**src/rtl/core/swmd_pkg.sv**
```systemverilog
// Package for the stack with middle delete: sizes, field types, status and
// operation codes, and the command/status structs between controller and datapath.
// No dependencies.
`default_nettype none

package swmd_pkg;

    localparam int STACK_DEPTH = 16;
    localparam int MIN_MIDDLE  = 3;

    localparam int ADDR_W   = $clog2(STACK_DEPTH);
    localparam int CNT_W    = $clog2(STACK_DEPTH + 1);
    localparam int VALUE_W  = 32;
    localparam int STATUS_W = 3;
    localparam int POS_W    = 4;
    localparam int DEPTH_W  = 5;
    localparam int M_DATA_W = ((POS_W + DEPTH_W + 7) / 8) * 8;

    typedef logic [ADDR_W-1:0]   addr_t;
    typedef logic [CNT_W-1:0]    cnt_t;
    typedef logic [VALUE_W-1:0]  value_t;
    typedef logic [STATUS_W-1:0] status_t;
    typedef logic [POS_W-1:0]    pos_t;
    typedef logic [DEPTH_W-1:0]  depth_t;

    localparam logic OP_PUSH   = 1'b0;
    localparam logic OP_DELETE = 1'b1;

    localparam status_t ST_OK          = 3'd0;
    localparam status_t ST_EMPTY       = 3'd1;
    localparam status_t ST_UNDER_THREE = 3'd2;
    localparam status_t ST_NOT_FOUND   = 3'd3;
    localparam status_t ST_IS_TOP      = 3'd4;
    localparam status_t ST_IS_BOTTOM   = 3'd5;
    localparam status_t ST_FULL        = 3'd6;

    typedef struct packed {
        logic load;    // input transaction taken this cycle
        logic srch;    // search step
        logic shft;    // shift step
        logic finish;  // hand result to the output register
    } cmd_t;

    typedef struct packed {
        logic quick;       // item resolved at load
        logic hit;         // match found
        logic hit_mid;     // match is neither top nor bottom
        logic miss_end;    // bottom checked, no match
        logic shift_last;  // last gap-closing write
        logic out_free;    // output register can take a result
    } stat_t;

endpackage

`default_nettype wire

```
**src/rtl/core/swmd_ram.sv**
```systemverilog
// Generic single-write, single-read RAM with registered read data.
// No dependencies.
`default_nettype none

module swmd_ram #(
    parameter int WIDTH = 32,
    parameter int DEPTH = 16
) (
    input  wire logic                     clk,
    input  wire logic                     we,
    input  wire logic [$clog2(DEPTH)-1:0] waddr,
    input  wire logic [WIDTH-1:0]         wdata,
    input  wire logic [$clog2(DEPTH)-1:0] raddr,
    output      logic [WIDTH-1:0]         rdata
);

    logic [WIDTH-1:0] mem [DEPTH];

    always_ff @(posedge clk)
    begin
        if (we)
        begin
            mem[waddr] <= wdata;
        end
        rdata <= mem[raddr];
    end

endmodule

`default_nettype wire

```
**src/rtl/core/swmd_ctrl.sv**
```systemverilog
// Controller state machine for the stack with middle delete.
// Uses swmd_pkg for the command and status structs.
`default_nettype none

module swmd_ctrl (
    input  wire logic            clk,
    input  wire logic            rst_n,
    input  wire logic            in_valid,
    output      logic            in_ready,
    input  wire swmd_pkg::stat_t st,
    output      swmd_pkg::cmd_t  cmd
);

    localparam logic [1:0] S_IDLE   = 2'd0;
    localparam logic [1:0] S_SEARCH = 2'd1;
    localparam logic [1:0] S_SHIFT  = 2'd2;
    localparam logic [1:0] S_FINISH = 2'd3;

    logic [1:0] state_reg;
    logic [1:0] state_next;

    assign in_ready = (state_reg == S_IDLE);

    always_comb
    begin
        state_next = state_reg;
        cmd        = '0;
        unique case (state_reg)
            S_IDLE:
            begin
                if (in_valid)
                begin
                    cmd.load   = 1'b1;
                    state_next = st.quick ? S_FINISH : S_SEARCH;
                end
            end
            S_SEARCH:
            begin
                cmd.srch = 1'b1;
                if (st.hit_mid)
                begin
                    state_next = S_SHIFT;
                end
                else if (st.hit || st.miss_end)
                begin
                    state_next = S_FINISH;
                end
            end
            S_SHIFT:
            begin
                cmd.shft = 1'b1;
                if (st.shift_last)
                begin
                    state_next = S_FINISH;
                end
            end
            S_FINISH:
            begin
                cmd.finish = 1'b1;
                if (st.out_free)
                begin
                    state_next = S_IDLE;
                end
            end
            default:
            begin
                state_next = S_IDLE;
            end
        endcase
    end

    always_ff @(posedge clk or negedge rst_n)
    begin
        if (!rst_n)
        begin
            state_reg <= S_IDLE;
        end
        else
        begin
            state_reg <= state_next;
        end
    end

endmodule

`default_nettype wire

```
**src/rtl/core/swmd_dp.sv**
```systemverilog
// Datapath for the stack with middle delete: entry RAM, depth counter,
// search and shift pointers, result and output registers.
// Uses swmd_pkg and swmd_ram.
`default_nettype none

module swmd_dp (
    input  wire logic                            clk,
    input  wire logic                            rst_n,
    input  wire logic                            op,
    input  wire swmd_pkg::value_t                value,
    input  wire swmd_pkg::cmd_t                  cmd,
    output      swmd_pkg::stat_t                 st,
    output      logic                            out_valid,
    input  wire logic                            out_ready,
    output      swmd_pkg::status_t               out_status,
    output      logic [swmd_pkg::M_DATA_W-1:0]   out_data
);

    swmd_pkg::cnt_t    count_reg;
    swmd_pkg::cnt_t    count_next;
    logic              iss_vld_reg;
    logic              iss_vld_next;
    logic              chk_vld_reg;
    logic              chk_vld_next;
    logic              wr_vld_reg;
    logic              wr_vld_next;
    logic              m_valid_reg;
    logic              m_valid_next;

    swmd_pkg::value_t  key_reg;
    swmd_pkg::addr_t   ptr_reg;
    swmd_pkg::addr_t   ptr_next;
    swmd_pkg::addr_t   chk_reg;
    swmd_pkg::addr_t   wr_ptr_reg;
    swmd_pkg::addr_t   wr_ptr_next;
    swmd_pkg::status_t res_status_reg;
    swmd_pkg::status_t res_status_next;
    swmd_pkg::pos_t    res_pos_reg;
    swmd_pkg::pos_t    res_pos_next;
    swmd_pkg::status_t m_status_reg;
    swmd_pkg::pos_t    m_pos_reg;
    swmd_pkg::depth_t  m_depth_reg;

    logic              ram_we;
    swmd_pkg::addr_t   ram_waddr;
    swmd_pkg::value_t  ram_wdata;
    swmd_pkg::value_t  ram_rdata;

    logic              full;
    logic              push_ok;
    logic              eq;
    logic              out_load;
    swmd_pkg::cnt_t    chk_cnt;
    swmd_pkg::cnt_t    top_cnt;

    swmd_ram #(
        .WIDTH (swmd_pkg::VALUE_W),
        .DEPTH (swmd_pkg::STACK_DEPTH)
    ) u_ram (
        .clk   (clk),
        .we    (ram_we),
        .waddr (ram_waddr),
        .wdata (ram_wdata),
        .raddr (ptr_reg),
        .rdata (ram_rdata)
    );

    assign full     = (count_reg == swmd_pkg::cnt_t'(swmd_pkg::STACK_DEPTH));
    assign push_ok  = cmd.load && (op == swmd_pkg::OP_PUSH) && !full;
    assign eq       = (ram_rdata == key_reg);
    assign chk_cnt  = swmd_pkg::cnt_t'(chk_reg);
    assign top_cnt  = count_reg - swmd_pkg::cnt_t'(1);
    assign out_load = cmd.finish && st.out_free;

    assign st.quick      = (op == swmd_pkg::OP_PUSH)
                           || (count_reg < swmd_pkg::cnt_t'(swmd_pkg::MIN_MIDDLE));
    assign st.hit        = chk_vld_reg && eq;
    assign st.miss_end   = chk_vld_reg && !eq && (chk_reg == '0);
    assign st.hit_mid    = st.hit && (chk_reg != '0) && (chk_cnt != top_cnt);
    assign st.shift_last = wr_vld_reg
                           && (swmd_pkg::cnt_t'(wr_ptr_reg) == count_reg - swmd_pkg::cnt_t'(2));
    assign st.out_free   = !m_valid_reg || out_ready;

    // push writes on top; shift moves the entry above down into the gap
    assign ram_we    = push_ok || (cmd.shft && wr_vld_reg);
    assign ram_waddr = cmd.load ? swmd_pkg::addr_t'(count_reg) : wr_ptr_reg;
    assign ram_wdata = cmd.load ? value : ram_rdata;

    always_comb
    begin
        count_next   = count_reg;
        iss_vld_next = iss_vld_reg;
        chk_vld_next = 1'b0;
        wr_vld_next  = 1'b0;
        ptr_next     = ptr_reg;
        wr_ptr_next  = wr_ptr_reg;
        res_status_next = res_status_reg;
        res_pos_next    = res_pos_reg;
        m_valid_next = m_valid_reg && !out_ready;

        if (cmd.load)
        begin
            iss_vld_next = 1'b1;
            ptr_next     = swmd_pkg::addr_t'(top_cnt);
            res_pos_next = '0;
            if (op == swmd_pkg::OP_PUSH)
            begin
                res_status_next = full ? swmd_pkg::ST_FULL : swmd_pkg::ST_OK;
                if (!full)
                begin
                    count_next = count_reg + swmd_pkg::cnt_t'(1);
                end
            end
            else
            begin
                res_status_next = (count_reg == '0) ? swmd_pkg::ST_EMPTY
                                                    : swmd_pkg::ST_UNDER_THREE;
            end
        end

        if (cmd.srch)
        begin
            chk_vld_next = iss_vld_reg && !st.hit;
            if (st.hit_mid)
            begin
                // restart reads one above the match for the shift
                iss_vld_next = 1'b1;
                ptr_next     = chk_reg + swmd_pkg::addr_t'(1);
                wr_ptr_next  = chk_reg;
            end
            else if (iss_vld_reg)
            begin
                if (ptr_reg == '0)
                begin
                    iss_vld_next = 1'b0;
                end
                else
                begin
                    ptr_next = ptr_reg - swmd_pkg::addr_t'(1);
                end
            end
            if (st.hit)
            begin
                res_pos_next = swmd_pkg::pos_t'(top_cnt - chk_cnt);
                if (st.hit_mid)
                begin
                    res_status_next = swmd_pkg::ST_OK;
                end
                else if (chk_cnt == top_cnt)
                begin
                    res_status_next = swmd_pkg::ST_IS_TOP;
                end
                else
                begin
                    res_status_next = swmd_pkg::ST_IS_BOTTOM;
                end
            end
            else if (st.miss_end)
            begin
                res_status_next = swmd_pkg::ST_NOT_FOUND;
                res_pos_next    = '0;
            end
        end

        if (cmd.shft)
        begin
            wr_vld_next = iss_vld_reg;
            if (iss_vld_reg)
            begin
                if (swmd_pkg::cnt_t'(ptr_reg) == top_cnt)
                begin
                    iss_vld_next = 1'b0;
                end
                else
                begin
                    ptr_next = ptr_reg + swmd_pkg::addr_t'(1);
                end
            end
            if (wr_vld_reg)
            begin
                wr_ptr_next = wr_ptr_reg + swmd_pkg::addr_t'(1);
            end
            if (st.shift_last)
            begin
                count_next = count_reg - swmd_pkg::cnt_t'(1);
            end
        end

        if (out_load)
        begin
            m_valid_next = 1'b1;
        end
    end

    always_ff @(posedge clk or negedge rst_n)
    begin
        if (!rst_n)
        begin
            count_reg   <= '0;
            iss_vld_reg <= 1'b0;
            chk_vld_reg <= 1'b0;
            wr_vld_reg  <= 1'b0;
            m_valid_reg <= 1'b0;
        end
        else
        begin
            count_reg   <= count_next;
            iss_vld_reg <= iss_vld_next;
            chk_vld_reg <= chk_vld_next;
            wr_vld_reg  <= wr_vld_next;
            m_valid_reg <= m_valid_next;
        end
    end

    always_ff @(posedge clk)
    begin
        if (cmd.load)
        begin
            key_reg <= value;
        end
        if (cmd.srch)
        begin
            chk_reg <= ptr_reg;
        end
        ptr_reg        <= ptr_next;
        wr_ptr_reg     <= wr_ptr_next;
        res_status_reg <= res_status_next;
        res_pos_reg    <= res_pos_next;
        if (out_load)
        begin
            m_status_reg <= res_status_reg;
            m_pos_reg    <= res_pos_reg;
            m_depth_reg  <= swmd_pkg::depth_t'(count_reg);
        end
    end

    assign out_valid  = m_valid_reg;
    assign out_status = m_status_reg;
    assign out_data   = swmd_pkg::M_DATA_W'({m_depth_reg, m_pos_reg});

    a_count_bound: assert property (@(posedge clk) disable iff (!rst_n)
        count_reg <= swmd_pkg::cnt_t'(swmd_pkg::STACK_DEPTH))
        else $error("entry count above stack depth");

    a_push_grows: assert property (@(posedge clk) disable iff (!rst_n)
        push_ok |=> count_reg == swmd_pkg::cnt_t'($past(count_reg) + swmd_pkg::cnt_t'(1)))
        else $error("accepted push did not grow the stack");

    a_shift_below_top: assert property (@(posedge clk) disable iff (!rst_n)
        (cmd.shft && wr_vld_reg) |-> (swmd_pkg::cnt_t'(wr_ptr_reg) < top_cnt))
        else $error("shift write at or above top entry");

    a_shift_start: assert property (@(posedge clk) disable iff (!rst_n)
        (cmd.srch && st.hit_mid) |=> (iss_vld_reg && !wr_vld_reg
                                      && ptr_reg == $past(chk_reg) + swmd_pkg::addr_t'(1)))
        else $error("shift did not start above the match");

endmodule

`default_nettype wire

```
**src/rtl/core/stack_with_middle_delete.sv**
```systemverilog
// Top level of the bounded stack with delete-by-value of a middle entry.
// Uses swmd_pkg, swmd_ctrl and swmd_dp.
//
//  port group   dir  tdata                      tuser
//  s_*          in   [31:0] value               [0] operation (0 push, 1 delete)
//  m_*          out  [3:0] position, [8:4] depth [2:0] status
//
// Push and refused deletes go from acceptance to the finish step, which loads m_*; s_tready returns as m_* is loaded.
// A delete reads one entry per cycle from the top through the single RAM read port:
// a match or a miss at the bottom entry ends the search, and a middle match then runs gap-closing
// shift steps that move each entry above it down by one before the finish step loads m_*.
// The next item is accepted while a result waits in m_*; its finish step holds until m_tready.
// Reset empties the stack; entry RAM contents are not cleared.
`default_nettype none

module stack_with_middle_delete (
    input  wire logic                          clk,
    input  wire logic                          rst_n,
    input  wire logic                          s_tvalid,
    output      logic                          s_tready,
    input  wire logic [31:0]                   s_tdata,   // [31:0] value
    input  wire logic [0:0]                    s_tuser,   // [0] operation
    output      logic                          m_tvalid,
    input  wire logic                          m_tready,
    output      logic [swmd_pkg::M_DATA_W-1:0] m_tdata,   // [3:0] position, [8:4] depth
    output      logic [2:0]                    m_tuser    // [2:0] status
);

    swmd_pkg::cmd_t  cmd;
    swmd_pkg::stat_t st;

    swmd_ctrl u_ctrl (
        .clk      (clk),
        .rst_n    (rst_n),
        .in_valid (s_tvalid),
        .in_ready (s_tready),
        .st       (st),
        .cmd      (cmd)
    );

    swmd_dp u_dp (
        .clk        (clk),
        .rst_n      (rst_n),
        .op         (s_tuser[0]),
        .value      (s_tdata),
        .cmd        (cmd),
        .st         (st),
        .out_valid  (m_tvalid),
        .out_ready  (m_tready),
        .out_status (m_tuser),
        .out_data   (m_tdata)
    );

endmodule

`default_nettype wire
```
**config.mk**
```make
export PLATFORM = sky130hd
export DESIGN_NAME = stack_with_middle_delete
export DESIGN_NICKNAME = d
export VERILOG_FILES = /design/src/rtl/core/swmd_pkg.sv /design/src/rtl/core/swmd_ram.sv /design/src/rtl/core/swmd_ctrl.sv /design/src/rtl/core/swmd_dp.sv /design/src/rtl/core/stack_with_middle_delete.sv
export SDC_FILE = /design/constraint.sdc
export NUM_CORES = 1
export LEC_CHECK = 0
export ABC_AREA = 1
export BUFFER_PORTS_ARGS = -buffer_cell sky130_fd_sc_hd__buf_2
export CORE_UTILIZATION = 50
export DETAILED_ROUTE_END_ITERATION = 8
export PLACE_DENSITY = 0.64
export SYNTH_ARGS = -nofsm -noshare
export SYNTH_HDL_FRONTEND = slang
export SYNTH_HIERARCHICAL = 1
export SYNTH_SLANG_ARGS = --single-unit
```
**constraint.sdc**
```tcl
create_clock -name clk -period 4.9 [get_ports clk]
set_input_delay 0.735 -clock clk [delete_from_list [all_inputs] [get_ports clk]]
set_output_delay 0.735 -clock clk [all_outputs]
set_load 0.01 [all_outputs]
```
# After elaboration in Yosys (flattened, before gate mapping)
# Memories as Yosys holds them, arrays and structs flattened. A register that Yosys moved wholly into a read port is not among the register bits.
# Index checks and enable logic that the tools add are counted.
dict set report totals {
  output_inout_bits 21
  ff_bits 74
  latchBits 0
  rom_bits 0
  ramBits 512
  memories 1
  inputBits 37
}
dict set report op_classes {
  reduce_logical 27
  div_mod_pow 0
  bitwise 1
  addsub 8
  multipliers 0
  muxes 57
  eq_ne 13
  n_lt_le_gt_ge 1
  shifts 0
}
# name words width read_ports rd_clocked_by_memory_dff wr line
set mem_list {}
lappend mem_list {u_dp.u_ram.mem 16 32 1 1 1 swmd_ram.sv:17} ;# logic [WIDTH-1:0] mem [DEPTH];
# op n
set op_table {}
lappend op_table {{$mux W4} 17}
lappend op_table {{$eq A32 B32 Y1} 1}
lappend op_table {{$mux W32} 1}
lappend op_table {{$mux W5} 5}
lappend op_table {{$mux W3} 7}
lappend op_table {{$mux W1} 19}
lappend op_table {{$eq A4 B5 Y1} 3}
lappend op_table {{$mux W2} 7}
lappend op_table {{$add A4 B1 Y4 const B} 3}
lappend op_table {{$logic_and A1 B1 Y1} 12}
lappend op_table {{$logic_not A4 Y1} 2}
lappend op_table {{$pmux W2 S4} 1}
lappend op_table {{$add A5 B1 Y5 const B} 1}
lappend op_table {{$eq A5 B5 Y1 const B} 1}
lappend op_table {{$logic_not A1 Y1} 5}
lappend op_table {{$logic_not A5 Y1} 1}
lappend op_table {{$lt A5 B2 Y1 const B} 1}
lappend op_table {{$ne A4 B5 Y1} 1}
lappend op_table {{$sub A5 B1 Y5 const B} 1}
lappend op_table {{$sub A5 B2 Y5 const B} 1}
lappend op_table {{$eq A2 B2 Y1 const B} 2}
lappend op_table {{$logic_or A1 B1 Y1} 4}
lappend op_table {{$ne A2 B2 Y1 const B} 2}
lappend op_table {{$reduce_and A4 Y1} 1}
lappend op_table {{8 further kinds} 8}

# Logic depth before layout (Yosys ltp)
# Gate-level depths: netlist of the first run.
dict set report depth {
  word_depth 10
  ltp_mapped 19
  depth_no_buf 18
}

# By module
# Netlist of the first run, hierarchy kept.
# mod seq_area_each_um2 cells_each n_inst area_each_um2
set modules_own_cells {}
lappend modules_own_cells {swmd_ram 16015.4 2120 1 22730.6}
lappend modules_own_cells {swmd_dp 1966.9 676 1 4757.1}
lappend modules_own_cells {swmd_ctrl 50.0 36 1 271.5}

# Worst setup path before layout of the first run
# Ideal clock, no wire load.
dict set report synth_path {
  kind {register to register}
  start {register u_ctrl.state_reg[0]}
  end {memory u_dp.u_ram.mem[12][0], enable pin}
  setup_time_ps 421
  setup_slack_ps 572
  arrival_ps 3907
  period_less_slack_ps 4328
  path_stages_with_launch 11
  path_buffers 2
  cell_sequence {dfrtp_1 > inv_1 > ha_1 > nand2_1 > inv_1 > clkbuf_1 > clkbuf_1 > nand2_1 > o21ai_0 > nand3_1 > nor2_1}
}
# element line
set synth_lines {}
lappend synth_lines {{start: declaration} swmd_ctrl.sv:19} ;# logic [1:0] state_reg;
lappend synth_lines {{start signal: assignment} swmd_ctrl.sv:80} ;# state_reg <= state_next;
lappend synth_lines {{end: declaration} swmd_ram.sv:17}

==> results of run 1 <==
-- metrics by stage --
step | std cells | utilization [%] | hold WS [ps]
2_1_floorplan | 2838 | - | 409
3_3_place_gp | 3543 | 52.8 | 419
4_1_cts | 3661 | 56.7 | 24.7
6_report | 3661 | 56.7 | 43.1
5_1_grt | 3661 | 56.7 | 43.3
3_5_place_dp | 3543 | 52.8 | 423
-- synthesized netlist by cell type --
library cell	count
o21ai_1	2
nor2_4	6
and3_1	1
buf_2	42
o21ai_2	1
buf_6	31
nand2_1	923
o21bai_1	2
inv_4	2
conb_1	1
nand4_1	8
clkinv_1	2
dfxtp_1	47
a21oi_1	13
nor3_1	2
nor4_1	1
nand3b_1	2
inv_2	9
o31ai_1	1
inv_1	516
dfrtp_1	11
nand3_4	2
a31oi_1	2
o211ai_1	1
nor2_2	2
o21ai_0	53
nor2_1	68
xnor2_1	6
or2_2	1
o22ai_1	5
edfxtp_1	560
and2_1	2
ha_1	19
clkbuf_1	24
fa_1	1
buf_4	13
nand3_2	2
nand3_1	412
xor2_1	10
buf_12	1
buf_1	14
nand2_2	11
-- final timing paths --
kind                                        end  slack (ps)  cells past startpoint
min                           u_dp/count_reg[3]          40                      1
max                        u_dp/u_ram/mem[9][2]        1310                      9
max in group asynchronous     u_dp/count_reg[2]        4610                      1
min reg2reg                   u_dp/m_pos_reg[3]         440                      0
min in group clk                u_dp/key_reg[2]         340                      1
max reg2reg                u_dp/u_ram/mem[9][2]        1310                      9
-- power groups by stage --
stage	logic [mW]	registers, mW	clock network, mW
6_report	6.70	7.72	4.92
5_1_grt	7.42	7.80	5.19
4_1_cts	6.70	7.72	5.02
3_5_place_dp	6.67	7.83	0
3_3_place_gp	6.55	7.82	0
2_1_floorplan	4.74	7.51	0
-- routing by layer --
metal | wire, um | up-vias
met5 | 0 | -
met4 | 2020 | 0
met3 | 5110 | 139
met2 | 31600 | 753
met1 | 29300 | 9081
li1 | - | 9121
-- final cells by class --
type                       instances  area (um2)
timing repair buffer              91         646
multi-input combinational       1566        7090
clock buffer                      91        1860
tap                              739         925
clock inverter                    27         269
fill                            4626       23500
inverter                         529        2000
sequential                       618       18000
-- cell families (layout without fill, tap and decap cells) --
group	after synthesis	in the layout	share of synthesized area [%]
AOI/OAI and AO/OA	80	80	1.52
xor gates and xnor gates	16	16	0.505
adders and majority gates	20	20	0.929
buffers and inverters	654	738	10.1
DFF	618	618	65.0
other	1	7	0.0135
and+or+nand+nor	1443	1443	21.9
==> flow_summary.ini, run 1 <==
[synth]
netlist_area_um2 = 27800
ys_warn_count = 6
ys_seq_elements = 618
synth.avg_cell_area_um2 = 9.80
synth_area_leaders = edfxtp_1 (61%), nand2_1 (12%), nand3_1 (7.4%)
synth_top_area_share_pct = 60.6
synth.distinct_cells = 42
yosysSeqAreaShare_pct = 65.0
yosys.area.top_type = edfxtp_1
syn-instance-count = 2832

[clock_network]
clk_pin_slew_worst_paths_ps = 60
ctsHoldBuffers = 0
cts-resized-gates = 0
cts_tree = built
post-cts-setup-buffers = 0
htree_levels = 3
clock_sink_count = 618
cts_made_buffers = 66
cts_root_buf = clkbuf_16
clk_path_buf_depth = 3
clk-insertion-delay-late_ps = 590

[global_route]
use_met3_pct = 4.25
grt_max_degree = 177
antenna_found_initial = 0
use_met2_pct = 39.5
grt_pass1_wl_mm = 105
grtUsageTotal_pct = 24.6
met1_usage_pct = 34.2
overflow = 0
grt.busiest_layer = met2
grt_pass1_vias = 18200

[placed_design]
port_buffers = 50
placed_area_um2 = 28700
pre_cts_ws_ps = 1330
dp_hpwl_mm = 40.2
finalWeightedCongestion = 0.889

[power]
switching_share_pct = 38.6
power.density_nw_per_um2 = 628
p_clk_share_pct = 25.4
p_total_mw = 19.3
cellLeakagePower_nw = 13.5
p_comb_share_pct = 34.7
peakVddDrop_v = 0.000321
switchingPower_mw = 7.47
internal-power_mw = 11.9
share_seq_of_total_power_pct = 39.9

[worst_setup_path]
worst-path-buf-inv = 4
crit_path_end_kind = flip-flop
worstSetupPathType = flip-flop to flip-flop
critPathLaunch = u_ctrl/state_reg[0]
start_kind = flip-flop
required_ps = 5130
crit_arrival_ps = 3820
crit_top_cell = buf_4
crit_family = buffers and inverters
r2r-start = u_ctrl/state_reg[0]
cp_slowest_cell = buf_4
critPathMaxStageDelay_ps = 550
path_max_fanout = 58
worstPathCellList = inv_1, ha_1, nand2_1, inv_4, buf_4, o21ai_0, nand3b_1, nor2_4, buf_4

[floorplan]
core-area_um2 = 54300
floorplan.die_area_um2 = 56500
die_height_um = 238
placementRows = 85
io_pins = 58
fp.dieW_um = 238
initial_core_util_pct = 51.1

[timing]
fin_crit_sh_pct = 73.3
slew_headroom_pct = 12.5
fin_worst_skew_ps = 10.7
rsz0062_at_grt = false
final-hold-violation-count = 0
setup_viol = 0
fin_crit_ps = 3590
worst_pin_slew_ps = 1300
fin_tns_setup_ps = 0
setup_ws_ps = 1310
fmax_mhz = 279
slew_viol_final = 0

[drt]
routed_wl_mm = 68.1
post-route-drc-count = 0
drt_iter0_markers = 2095
via_count = 19100
drtAntennaViolNets = 0
vias_per_cell = 5.22
wl_per_cell_um = 18.6
drt-pass1-iter-count = 5

[cells_and_area]
area_growth_pct = 11.1
largest_reg_flops = 512
mostFrequentLayoutCell = nand2_1
final_nets = 2929
n_antenna_cell = 0
final_area_um2 = 30800
layout_common_cells = nand2_1 (923), edfxtp_1 (560), inv_1 (513), nand3_1 (412), clkbuf_16 (70)
final_layout_size_suffix_gt1_share_pct = 8.52

[flow_run]
maxCapViolCount = 0

[status]
outcome = completed

[worst_hold_path]
hold_class = input port to async pin
(Power assumes the default switching activity.)
==> inputs of run 2 (changes only) <==
Settings changed: PLACE_DENSITY 0.64 to 0.66.
Clock period 4.9 ns to 3.3 ns, I/O delays scaled along.
==> run 2 against run 1 <==
Against the previous run: cell area increased by 1.4%; total power increased by 51%; critical path type unchanged; largest power group unchanged; count of clock-buffer cells in the layout increased by 1.
==> flow_summary.ini, run 2 (synthesized netlist as in run 1, its figures left out) <==
[status]
outcome = completed

[cells_and_area]
final_nets = 2967
largest_reg_flops = 512
layout_common_cells = nand2_1 (923), edfxtp_1 (560), inv_1 (512), nand3_1 (412), clkbuf_16 (70)
mostFrequentLayoutCell = nand2_1
final_area_um2 = 31200
fill_cells = 4612
final_layout_size_suffix_gt1_share_pct = 9.56
n_antenna_cell = 0
area_growth_pct = 12.6

[floorplan]
initial_core_util_pct = 51.1
io_pins = 58
placementRows = 85
fp.dieW_um = 238
core-area_um2 = 54300
die_height_um = 238
floorplan.die_area_um2 = 56500

[timing]
rsz0062_at_grt = false
fin_crit_sh_pct = 91.1
fmax_mhz = 333
fin_worst_skew_ps = 24.9
final-hold-violation-count = 0
fin_tns_setup_ps = 0
holdWs_ps = 85.7
fin_crit_ps = 3010
setup_ws_ps = 293
setup_viol = 0
worst_pin_slew_ps = 1090
slew_viol_final = 0
slew_headroom_pct = 27.2

[clock_network]
clock_sink_count = 618
cts-resized-gates = 0
cts_made_buffers = 66
clk_path_buf_depth = 3
cts_root_buf = clkbuf_16
ctsHoldBuffers = 1
htree_levels = 3
cts_tree = built
clk_pin_slew_worst_paths_ps = 60
post-cts-setup-buffers = 0
clk-insertion-delay-late_ps = 600

[drt]
wl_met1_mm = 28.9
routed_wl_mm = 68.4
post-route-drc-count = 0
highest_layer = met4
drtAntennaViolNets = 0
drt-pass1-iter-count = 6
vias_per_cell = 5.19
via_count = 19200
drt_iter0_markers = 1840
wl_met2_mm = 32.9
wl_per_cell_um = 18.5
dr_wl_met3_mm = 4.41

[global_route]
grt_pass1_vias = 18600
grt_pass1_wl_mm = 106
overflow = 0
grtUsageTotal_pct = 24.8
antenna_found_initial = 0
grt_max_degree = 167

[power]
peakVddDrop_v = 0.000716
cellLeakagePower_nw = 13.7
power.density_nw_per_um2 = 932

[worst_setup_path]
worstSetupPathType = flip-flop to flip-flop
ff2ff_path_depth = 11
reg2reg_to = u_dp/u_ram/mem[12][8]
start_kind = flip-flop
path_max_fanout = 27
r2r_setup_slack_ps = 290
crit_path_end_kind = flip-flop
crit_arrival_ps = 3270
r2r-start = u_ctrl/state_reg[1]
required_ps = 3560

[placed_design]
placed_area_um2 = 29100
dp_hpwl_mm = 40.6
port_buffers = 50
pre_cts_ws_ps = 342
finalWeightedCongestion = 0.889

[worst_hold_path]
whs_endpoint = u_dp/key_reg[21]
min_path_cells = 1
hold_class = input port to flip-flop
hold_path.startpoint = s_tdata[21]

[flow_run]
maxCapViolCount = 0
## run 2: cell count changes in the layout (fill, tap and decap cells not counted), moves of 7 or more
cell,before,now
o21ai_0,22,53
buf_4,34,60
o21ai_1,26,2
buf_12,7,18
o21ai_2,8,1
## run 2: worst max path at each step
stage                         from                     to  slack [ps]  cells after the start
5_1_grt        u_ctrl/state_reg[1]  u_dp/u_ram/mem[12][8]          90                     11
6_report       u_ctrl/state_reg[1]  u_dp/u_ram/mem[12][8]         290                     11
2_1_floorplan  u_ctrl/state_reg[1]   u_dp/u_ram/mem[1][0]        -180                     11
4_1_cts        u_ctrl/state_reg[1]  u_dp/u_ram/mem[12][8]         290                     11
3_5_place_dp   u_ctrl/state_reg[1]  u_dp/u_ram/mem[12][7]         340                     11
3_3_place_gp     u_dp/count_reg[1]     u_dp/wr_ptr_reg[0]         430                     14
## run 2: area by class of cell
cell class	count	area, um2	share of cell area [%]
clock buffers	92	1880	6.03
clock inverters	27	250	0.801
inverters	529	2000	6.41
multi-input cells	1566	7070	22.6
flip-flops and latches	618	18000	57.7
well taps	739	925	2.96
repair buffers	129	1070	3.43
## run 2: power breakdown
| group | leakage [nW] | switching [mW] | internal, mW |
|---|---|---|---|
| Combinational | 7.05 | 7.73 | 2.96 |
| Sequential | 5.59 | 0.509 | 10.6 |
| Clock | 1.04 | 3.00 | 4.31 |
| Total | 13.7 | 11.2 | 17.9 |
## run 2: critical path, cell delays in order, from the launching register on
cell        delay [ps]
dfrtp_1            410
inv_1              170
ha_4               160
nand2_1             80
clkinvlp_4         230
inv_1               90
nor2_1             160
nand2_1            150
nand2_1            200
nand3_1            370
nor2_4             370
buf_12             280
## run 2: routing by layer
| metal | GRT usage [%] | vias up |
|---|---|---|
| li1 | - | 9200 |
| met1 | 33.1 | 9194 |
| met2 | 41.1 | 677 |
| met3 | 3.79 | 125 |
| met4 | 9.31 | 0 |
| met5 | 0 | - |
## run 2: stage by stage
| stage | utilization [%] | power [mW] | cells |
|---|---|---|---|
| 2_1_floorplan | - | 18.3 | 2838 |
| 3_3_place_gp | 53.6 | 21.7 | 3580 |
| 3_5_place_dp | 53.6 | 21.9 | 3580 |
| 4_1_cts | 57.5 | 29.2 | 3700 |
| 5_1_grt | 57.5 | 30.7 | 3700 |
| 6_report | 57.5 | 29.1 | 3700 |
==> inputs of run 3 (changes only) <==
Settings changed: SETUP_SLACK_MARGIN from default to 0.3.
==> run 3 against run 2 <==
Against the previous run: hold slack got worse by 2.4 ps; count of clock-buffer cells in the layout down 6; via count fell by 0.99%; clock skew is 5.0 ps lower; sequential share of layout area shrank 0.24 points; total power increased by 0.21%; cell area is 0.42% higher; flip-flop and latch count unchanged; core utilization increased by 0.24 points; fmax increased by 6.9%; largest cell class unchanged.
==> flow_summary.ini, run 3 (synthesized netlist as in run 1, its figures left out) <==
[status]
outcome = completed

[global_route]
antenna_found_initial = 0
grt_pass1_vias = 18400
grt_max_degree = 102
grtUsageTotal_pct = 24.2
grt_pass1_wl_mm = 104
overflow = 0

[timing]
fin_crit_ps = 2810
fin_tns_setup_ps = 0
fin_crit_sh_pct = 85.2
worst_pin_slew_ps = 1100
fin_worst_skew_ps = 19.9
rsz0062_at_grt = false
fmax_mhz = 356
setup_viol = 0
setup_ws_ps = 488
final-hold-violation-count = 0
slew_viol_final = 0
slew_headroom_pct = 25.9

[worst_hold_path]
whs_endpoint = u_dp/key_reg[17]
hold_path.startpoint = s_tdata[17]
min_path_cells = 1
hold_class = input port to flip-flop

[worst_setup_path]
cp_slowest_cell = dfrtp_1
r2r_setup_slack_ps = 490
crit_arrival_ps = 3100
required_ps = 3590
crit_family = simple AND/OR/NAND/NOR gates
crit_path_end_kind = flip-flop
worst-path-buf-inv = 4
path_max_fanout = 25
worstSetupPathType = flip-flop to flip-flop
start_kind = flip-flop
ff2ff_path_depth = 11
critPathMaxStageDelay_ps = 420
worstPathCellList = inv_2, ha_4, nand2_2, clkinvlp_4, inv_1, nor2_1, nand2_1, nand2_1, nand3_2, nor2_4, buf_12
crit_top_cell = nand2_1
r2r-start = u_ctrl/state_reg[0]
reg2reg_to = u_dp/u_ram/mem[15][9]

[cells_and_area]
fill_cells = 4570
layout_common_cells = nand2_1 (917), edfxtp_1 (560), inv_1 (511), nand3_1 (411), buf_4 (79)
final_layout_size_suffix_gt1_share_pct = 10.4
n_antenna_cell = 0
area_growth_pct = 13.0
largest_reg_flops = 512
final_area_um2 = 31400
final_nets = 2983
mostFrequentLayoutCell = nand2_1

[drt]
via_count = 19000
vias_per_cell = 5.11
wl_per_cell_um = 18.1
drt-pass1-iter-count = 5
drt_iter0_markers = 1601
post-route-drc-count = 0
routed_wl_mm = 67.3
drtAntennaViolNets = 0

[power]
power.density_nw_per_um2 = 930
cellLeakagePower_nw = 13.8
peakVddDrop_v = 0.000537

[flow_run]
maxCapViolCount = 0

[placed_design]
finalWeightedCongestion = 0.886
pre_cts_ws_ps = 347
port_buffers = 50
dp_hpwl_mm = 41.0
placed_area_um2 = 29200

[floorplan]
floorplan.die_area_um2 = 56500
die_height_um = 238
placementRows = 85
initial_core_util_pct = 51.1
core-area_um2 = 54300
io_pins = 58
fp.dieW_um = 238

[clock_network]
clk_path_buf_depth = 3
clock_sink_count = 618
cts_made_buffers = 66
cts_root_buf = clkbuf_16
clk_pin_slew_worst_paths_ps = 60
clk-insertion-delay-late_ps = 610
cts_tree = built
htree_levels = 3
## run 3: cell types whose count changed in the layout (fill, tap and decap cells not counted), moves of 3 or more
| cell | previous run | this run |
|---|---|---|
| buf_12 | 18 | 15 |
| buf_4 | 60 | 79 |
| clkinv_2 | 11 | 15 |
| nand2_1 | 923 | 917 |
| nand2_2 | 11 | 15 |
| o21ai_0 | 53 | 50 |
## run 3: worst max-delay path by stage
stage | startpoint | endpoint | slack, ps | cells after the start
final | u_ctrl/state_reg[0] | u_dp/u_ram/mem[15][9] | 490 | 11
after global routing | u_dp/count_reg[1] | u_ctrl/state_reg[1] | 300 | 16
after CTS | u_ctrl/state_reg[0] | u_dp/u_ram/mem[9][14] | 330 | 11
after detailed placement | u_ctrl/state_reg[0] | u_dp/u_ram/mem[9][13] | 350 | 11
after global placement | u_ctrl/state_reg[0] | u_dp/u_ram/mem[9][13] | 460 | 11
after floorplan | u_ctrl/state_reg[1] | u_dp/u_ram/mem[10][0] | 140 | 10
## run 3: area by class of cell
cell class	count	area, um2	share of cell area, %
Sequential cell	618	18000	57.5
Multi-Input combinational cell	1566	7110	22.7
Inverter	529	2000	6.38
Clock buffer	86	1800	5.73
Clock inverter	33	348	1.11
Tap cell	739	925	2.95
Timing Repair Buffer	145	1150	3.68
## run 3: through the flow
stage	power (mW)	util [%]	cells	hold slack, ps
3_3_place_gp	21.7	53.7	3588	405
2_1_floorplan	18.4	-	2838	199
6_report	29.2	57.7	3716	83.2
3_5_place_dp	21.9	53.7	3588	409
4_1_cts	29.3	57.6	3708	55.0
5_1_grt	30.7	57.7	3716	58.0
## run 3: routing by layer
metal,global-route usage (%),part of all wire (%)
met1,31.7,42
met2,39.8,47
met3,4.18,7.1
met4,10.3,3.6
met5,0,0
## run 3: power breakdown
| part | switching, mW | internal [mW] | leakage (nW) |
|---|---|---|---|
| combinational | 7.49 | 3.03 | 7.14 |
| sequential | 0.709 | 10.6 | 5.59 |
| clock | 3.00 | 4.34 | 1.06 |
| total | 11.2 | 18.0 | 13.8 |
## run 3: timing repair
item / 4_1_cts / 5_1_grt
gates resized for setup: 0 / 1
endpoints found under the hold margin: 11 / 0
hold buffers: 1 / 0
setup buffers: 0 / 8
setup endpoints to repair: 0 / 138
